--- src/pwf_pkg.sv ---
`timescale 1ns / 1ps
// ----------------------------------------------------------------------------
// pwf_pkg: shared types and constants of the polyphase window framer
// Field layouts, command and state codes, and the fixed sizes of the ring,
// the window table and the arithmetic.
// ----------------------------------------------------------------------------
package pwf_pkg;

   // Frame and ring geometry. The width of coef_index follows from it.
   localparam int FRAME_SIZE = 1024;
   localparam int TAPS       = 8;
   localparam int RING_LEN   = FRAME_SIZE * TAPS;
   localparam int FRAME_AW   = $clog2(FRAME_SIZE);
   localparam int TAP_AW     = $clog2(TAPS);
   localparam int RING_AW    = $clog2(RING_LEN);

   // Depth of the command queue between front and back.
   localparam int QUEUE_DEPTH = 4;

   // Arithmetic widths.
   localparam int SAMPLE_W    = 16;
   localparam int PROD_W      = 2 * SAMPLE_W;
   localparam int ACC_W       = PROD_W + TAP_AW;
   localparam int OUT_W       = 20;
   localparam int POS_W       = 10;
   localparam int ROUND_SHIFT = 15;
   localparam int ROUND_HALF  = 1 << (ROUND_SHIFT - 1);
   localparam int OUT_MAX     = 524287;
   localparam int OUT_MIN     = -524288;

   // Operation codes of the op field.
   localparam logic [1:0] OP_PUSH = 2'd0;
   localparam logic [1:0] OP_COEF = 2'd1;
   localparam logic [1:0] OP_READ = 2'd2;

   // Frame mode register codes.
   localparam int         MODE_W      = 2;
   localparam logic [1:0] MODE_RAW    = 2'd0;
   localparam logic [1:0] MODE_WINDOW = 2'd1;
   localparam logic [1:0] MODE_POLY   = 2'd2;

   // Input item as seen on the request port.
   typedef struct packed {
      logic [1:0]                  op;
      logic signed [SAMPLE_W-1:0]  sample_re;
      logic signed [SAMPLE_W-1:0]  sample_im;
      logic [RING_AW-1:0]          coef_index;
      logic signed [SAMPLE_W-1:0]  coef_value;
      logic [POS_W-1:0]            frame_index;
   } pwf_req_type;

   // Result item as seen on the response port.
   typedef struct packed {
      logic signed [OUT_W-1:0] out_re;
      logic signed [OUT_W-1:0] out_im;
      logic [POS_W-1:0]        out_position;
   } pwf_rsp_type;

   // Command classes held in the queue.
   typedef enum logic [1:0] {
      KIND_PUSH,
      KIND_COEF,
      KIND_READ
   } pwf_kind_type;

   // One queued command. For a coefficient write data_re carries the value.
   typedef struct packed {
      pwf_kind_type               kind;
      logic signed [SAMPLE_W-1:0] data_re;
      logic signed [SAMPLE_W-1:0] data_im;
      logic [RING_AW-1:0]         addr;
   } pwf_cmd_type;

   // Head of the queue as offered to the back end.
   typedef struct packed {
      logic        valid;
      pwf_cmd_type cmd;
   } pwf_queue_type;

   // Back end status returned to the front end.
   typedef struct packed {
      logic pop;
      logic clearing;
   } pwf_back_status_type;

   // Back end sequencer states.
   typedef enum logic [1:0] {
      ST_CLEAR,
      ST_IDLE,
      ST_ISSUE,
      ST_FLUSH
   } pwf_back_state_type;

endpackage

--- src/pwf_front.sv ---
`timescale 1ns / 1ps
// ----------------------------------------------------------------------------
// pwf_front: request intake and command queue
// Accepts request transfers, classifies them by operation and queues them
// in order for the back end. Unused operation codes are dropped here.
// ----------------------------------------------------------------------------
module pwf_front #(
   parameter int QUEUE_DEPTH = pwf_pkg::QUEUE_DEPTH
) (
   input  logic                         clock,
   input  logic                         reset,
   input  logic                         start,
   input  pwf_pkg::pwf_req_type         req_item,
   output logic                         busy,
   output pwf_pkg::pwf_queue_type       queue,
   input  pwf_pkg::pwf_back_status_type status
);

   localparam int QAW = (QUEUE_DEPTH > 1) ? $clog2(QUEUE_DEPTH) : 1;
   localparam int CW  = $clog2(QUEUE_DEPTH + 1);

   pwf_pkg::pwf_cmd_type entries_ff [QUEUE_DEPTH];
   logic [QAW-1:0]       wr_ptr_ff, wr_ptr_in;
   logic [QAW-1:0]       rd_ptr_ff, rd_ptr_in;
   logic [CW-1:0]        count_ff, count_in;
   pwf_pkg::pwf_cmd_type cmd;
   logic                 accept;
   logic                 enq;
   logic                 op_known;

   // The front stalls when the queue is full or the ring is being cleared.
   assign busy   = (count_ff == CW'(QUEUE_DEPTH)) || status.clearing;
   assign accept = start && !busy;
   assign enq    = accept && op_known;

   // Classify the request into a queue command.
   always_comb begin
      cmd.kind    = pwf_pkg::KIND_PUSH;
      cmd.data_re = req_item.sample_re;
      cmd.data_im = req_item.sample_im;
      cmd.addr    = '0;
      op_known    = 1'b1;
      unique case (req_item.op)
         pwf_pkg::OP_PUSH: begin
            cmd.kind = pwf_pkg::KIND_PUSH;
         end
         pwf_pkg::OP_COEF: begin
            cmd.kind    = pwf_pkg::KIND_COEF;
            cmd.data_re = req_item.coef_value;
            cmd.addr    = req_item.coef_index;
         end
         pwf_pkg::OP_READ: begin
            cmd.kind = pwf_pkg::KIND_READ;
            cmd.addr = pwf_pkg::RING_AW'(req_item.frame_index);
         end
         default: begin
            op_known = 1'b0;
         end
      endcase
   end

   // Queue pointers and fill count.
   always_comb begin
      wr_ptr_in = wr_ptr_ff;
      rd_ptr_in = rd_ptr_ff;
      if (enq) begin
         wr_ptr_in = (wr_ptr_ff == QAW'(QUEUE_DEPTH - 1)) ? '0 : wr_ptr_ff + 1'b1;
      end
      if (status.pop) begin
         rd_ptr_in = (rd_ptr_ff == QAW'(QUEUE_DEPTH - 1)) ? '0 : rd_ptr_ff + 1'b1;
      end
      count_in = count_ff + CW'(enq) - CW'(status.pop);
   end

   always_ff @(posedge clock) begin
      if (reset) begin
         wr_ptr_ff <= '0;
         rd_ptr_ff <= '0;
         count_ff  <= '0;
      end else begin
         wr_ptr_ff <= wr_ptr_in;
         rd_ptr_ff <= rd_ptr_in;
         count_ff  <= count_in;
      end
   end

   // Queue storage.
   always_ff @(posedge clock) begin
      if (enq) begin
         entries_ff[wr_ptr_ff] <= cmd;
      end
   end

   assign queue.valid = (count_ff != '0);
   assign queue.cmd   = entries_ff[rd_ptr_ff];

   // The back end never takes a command from an empty queue.
   a_pop_nonempty: assert property (@(posedge clock) disable iff (reset)
      status.pop |-> (count_ff != '0))
      else $error("pop from an empty command queue");

   // An empty queue has its pointers together.
   a_empty_ptrs: assert property (@(posedge clock) disable iff (reset)
      (count_ff == '0) |-> (wr_ptr_ff == rd_ptr_ff))
      else $error("queue pointers apart while empty");

endmodule

--- config.mk ---
export PLATFORM = sky130hd
export DESIGN_NAME = pwf_front
export DESIGN_NICKNAME = d
export VERILOG_FILES = /design/src/pwf_pkg.sv /design/src/pwf_front.sv
export SDC_FILE = /design/constraint.sdc
export NUM_CORES = 1
export LEC_CHECK = 0
export BUFFER_PORTS_ARGS = -buffer_cell sky130_fd_sc_hd__buf_2
export CAP_MARGIN = 30
export CORE_UTILIZATION = 50
export DETAILED_ROUTE_END_ITERATION = 16
export MAX_ROUTING_LAYER = met4
export PLACE_DENSITY_LB_ADDON = 0.12
export SYNTH_ARGS = -nofsm -noshare
export SYNTH_HDL_FRONTEND = slang
export SYNTH_SLANG_ARGS = --single-unit
--- constraint.sdc ---
create_clock -name clock -period 4.1 [get_ports clock]
set_input_delay 0.615 -clock clock [delete_from_list [all_inputs] [get_ports clock]]
set_output_delay 0.615 -clock clock [all_outputs]
set_load 0.05 [all_outputs]
Word level (Yosys, flattened, before mapping)
Memory sizes are Yosys's and may differ from the RTL's. A register that Yosys moved wholly into a read port is not among the register bits.
Cells that the tools add are included.
Widths: inputs -> output; s select.
{ "word_totals": {"regBits": 7, "latchBits": 0, "wordCells": 30, "input_bits": 78, "output_inout_bits": 49, "ramBits": 188, "mem_bits_ro": 0, "mem_count": 1} }
{ "mem_list": {"columns": ["name", "depth", "word_bits", "rd", "rd_ports_with_merged_regs", "write_ports", "line_no", "source"], "rows": [
  ["entries_ff", 4, 47, 1, 1, 1, "pwf_front.sv:22", "pwf_pkg::pwf_cmd_type entries_ff [QUEUE_DEPTH];"]
]} }
{ "classes": {"bitwise_logic": 0, "add_sub_neg": 4, "order_cmp": 0, "reduce_logical": 7, "n_div": 0, "n_mul": 0, "n_shift": 0, "n_mux": 10, "eq_ne": 5} }
{ "ops": {"columns": ["cell", "n"], "rows": [
  ["$pmux 13 s2", 1],
  ["$mux 16", 1],
  ["$mux 2", 4],
  ["$eq 2x2->1 const B", 3],
  ["$add 2x1->2 const B", 2],
  ["$pmux 2 s2", 1],
  ["$add 3x1->3", 1],
  ["$eq 3x3->1 const B", 1],
  ["$mux 1", 3],
  ["$reduce_bool 3->1", 1],
  ["$reduce_or 3->1", 1],
  ["$sub 3x1->3", 1],
  ["$eq 2x1->1 const B", 1],
  ["$logic_and 1x1->1", 2],
  ["$logic_not 2->1", 1],
  ["$logic_not 1->1", 1],
  ["$logic_or 1x1->1", 1]
]} }

Logic depth before layout (Yosys ltp)
{ "logic_depth": {"depth_word": 7, "mapped_depth": 10, "ltp_nobuf": 10} }

Least setup slack after synthesis
No wires, ideal clock.
{ "synth_timing": {"kind": "input to register", "startpoint": "input req_item[71] (netlist name)", "endpoint": "register count_ff[2]", "arrival_time_ps": 2466, "required_time_ps": 3985, "path_buffers": 0, "setup_ps": 115, "setup_slack_ps": 1519, "stages": 10, "path_cell_list": "ha_1 -> nor4b_4 -> inv_1 -> ha_1 -> inv_1 -> ha_1 -> fa_1 -> xnor2_1 -> xnor2_1 -> nor2_1"} }
{ "synth_via": {"elab_chain_cells": 6, "elab_cells_between_ends": 8, "cone_classes": "add/sub (2); eq/ne (2); mux (1); reduce/logical (3)"} }
{ "synth_rtl": {"columns": ["element", "line_no", "source"], "rows": [
  ["start, declared", "pwf_front.sv:13", "input pwf_pkg::pwf_req_type req_item,"],
  ["$eq 2x2->1 (tied with other cells)", "pwf_front.sv:43", "unique case (req_item.op)"],
  ["$reduce_or 3->1 (no line) *", null, null],
  ["$mux 1 *", "pwf_front.sv:43", null],
  ["$logic_and 1x1->1 *", "pwf_front.sv:34", "assign enq = accept && op_known;"],
  ["$add 3x1->3 *", "pwf_front.sv:72", "count_in = count_ff + CW'(enq) - CW'(status.pop);"],
  ["$sub 3x1->3 *", "pwf_front.sv:72", null],
  ["end signal, assigned", "pwf_front.sv:83", "count_ff <= count_in;"],
  ["end, declared", "pwf_front.sv:25", "logic [CW-1:0] count_ff, count_in;"]
]} }
Mark *: on every way between the ends. The rest lies on a longest branch, timed or not.
A chain may end at the register's enable or synchronous reset.

==> flow_summary.toml <==
[run_status]
status = "complete, no violations"

[route]
first_pass_iters = 4
drcViolationCount = 0
ant_nets = 0
wl_per_cell_um = 19.2
viasPerCell = 5.44
via_count = 3698
finalWirelength_um = 13100
dr.first_iter.drc_count = 221

[place]
pre_cts_ws_ns = 1.22
dp_hpwl_um = 8090
post_dp_cell_area_mm2 = 0.00854
gp_congestion = 0.688
port_buffers = 126

[cts]
path_clk_slew_ns = 0.07
cts_inserted_buffers = 17
cts_tree = "yes"
cts.repair.resized = 0
cts_hold_buf = 0
postCtsSetupBuffers = 0
max-clock-path-buffers = 2
clkLatencyLatePin_ns = 0.42
h-tree-depth = 4
cts_root_buffer = "clkbuf_16"
cts_sinks = 197

[power]
clkPwrFrac_pct = 35.1
seqPwrFrac_pct = 51.1
power.switching_mw = 1.14
combPwrFrac_pct = 13.8
leakage_nw = 3.18
p_total_mw = 4.53
internal-power_mw = 3.40
netSwitchingFraction_pct = 25.1
power.density_mw_per_mm2 = 498
ir_drop_mv = 0.333

[cells_and_area]
drive_above_1_share_pct = 47.8
syn_to_final_growth_pct = 18.5
layout.nets = 573
diodes = 0
final_cell_mix = "edfxtp_1, buf_2, mux4_2, clkbuf_16, mux2_2"
fin_area_mm2 = 0.00910
n_fill_cell = 1094
final_common_cell = "edfxtp_1"

[timing]
rsz0062_at_grt = "no"
slew_headroom_pct = 52.1
setup_slack_ns = 1.21
fin_tns_setup_ns = 0
clock_skew_ns = 0.00827
hold_violations = 0
max_freq_mhz = 346
min_period_over_period_pct = 70.6
setup_violations = 0
drv_slew = 0
fin_crit_ns = 2.89
worstMarginPinSlew_ns = 0.719

[setup_path]
critPathLaunchType = "flop"
cp.required_ns = 3.48
crit_path_max_fanout = 26
crit_slowest_cell = "dfxtp_2"
arrival_ns = 2.28
path_class = "reg -> out"
end_kind = "output pin"
path_cells = "buf_4 > mux4_2 > buf_2"
max_stage_delay_ns = 0.79

[floorplan]
num_rows = 44
initial_core_util_pct = 52.1
coreArea_mm2 = 0.0148
die_area_mm2 = 0.0159
die_w_um = 126
io_pins = 127
die_y_um = 126

[synth]
syn-num-nets = 435
ys_seq_area_share_pct = 75.8
ys_warn_count = 0
async_flop_share_pct = 0
postSynthAreaPerCell_um2 = 22.3
synth_edf_count = 188
yosysTopAreaCellShare_pct = 73.5
synthFlopType = "edfxtp_1"
yosysTopAreaCell = "edfxtp_1"
synth_cells = 345
ys_types = 27
synth-seq-cells = 197
syn_area_mm2 = 0.00768
synthTopCellsByArea = "edfxtp_1, mux4_2, dfxtp_1"

[global_routing]
globalRouteTotalUtil_pct = 18.5
grt_pass1_wl_um = 20600
grt_start_max_net_pins = 48
grt_pass1_vias = 3914
overflow = 0
grt_antenna_before_repair = 0

[min_path]
worstHoldPathType = "in -> reg"

[flow_run]
cap_violations = 0
power groups by stage:
stage	Combinational [mW]	Sequential, mW	Clock, mW
floorplan	0.486	2.34	0
global placement	0.610	2.37	0
detailed placement	0.634	2.36	0
CTS	0.637	2.32	1.62
global route	0.668	2.33	1.70
finish	0.626	2.32	1.59
final cells by class:
cell class | count | area [µm²] | area share, %
Tap cell | 184 | 230 | 2.53
Clock buffer | 20 | 437 | 4.80
Inverter | 10 | 37.5 | 0.412
Sequential cell | 197 | 5830 | 64.0
Timing Repair Buffer | 134 | 723 | 7.94
Clock inverter | 12 | 128 | 1.40
Multi-Input combinational cell | 123 | 1720 | 18.9
critical path, delay by kind of cell, from the launching register on:
kind,cells,cell delay [ns]
multiplexers,1,0.38
flip-flops,1,0.79
buffers and inverters,2,0.67
metal layers:
layer,vias up,track usage (%),part of all wire (%)
li1,1689,-,-
met1,1904,23.6,44
met2,97,29.3,50
met3,8,5.10,4.6
met4,0,5.39,0.91
met5,-,-,0
kinds of logic (layout without fill, tap and decap cells):
family | count (synthesis) | in the layout | synth area share, %
flops | 197 | 197 | 75.8
mux | 66 | 66 | 16.6
simple gates | 32 | 32 | 2.48
buf+inv | 25 | 176 | 1.78
fa+ha+maj | 12 | 12 | 2.05
compound gates | 11 | 11 | 1.04
xor+xnor | 2 | 2 | 0.228
cell usage after synthesis, types with 3 or more instances:
library cell,number
mux4_2,47
a22oi_1,10
and2_1,3
clkbuf_1,3
nor2b_1,3
nor2_1,14
inv_1,10
mux2_2,16
dfxtp_1,9
ha_1,11
buf_6,4
and2_2,4
edfxtp_1,188
buf_2,7
state kept, by name, summed over array words and instances (netlist names), named ones only:
register	count
entries_ff	188
count_ff	3
rd_ptr_ff	2
wr_ptr_ff	2
final timing paths:
| kind | from | to | slack [ns] | cells after the start |
|---|---|---|---|---|
| setup / recovery | flop | queue[35] | 1.21 | 3 |
| hold / removal | req_item[39] | entries_ff[0][13]$_DFFE_PP_ | 0.42 | 1 |
| setup reg to reg | count_ff[2]$_SDFF_PP0_ | count_ff[2]$_SDFF_PP0_ | 1.75 | 10 |
| hold reg to reg | wr_ptr_ff[1]$_SDFFE_PP0P_ | wr_ptr_ff[1]$_SDFFE_PP0P_ | 0.52 | 2 |
stage by stage:
step / std cells / utilization [%] / hold slack, ns
after floorplan: 345 / - / 0.468
after global placement: 647 / 57.7 / 0.494
after detailed placement: 648 / 57.9 / 0.504
after CTS: 680 / 61.7 / 0.389
after global routing: 680 / 61.7 / 0.393
final: 680 / 61.7 / 0.415
Power figures use the tool's default switching activity.
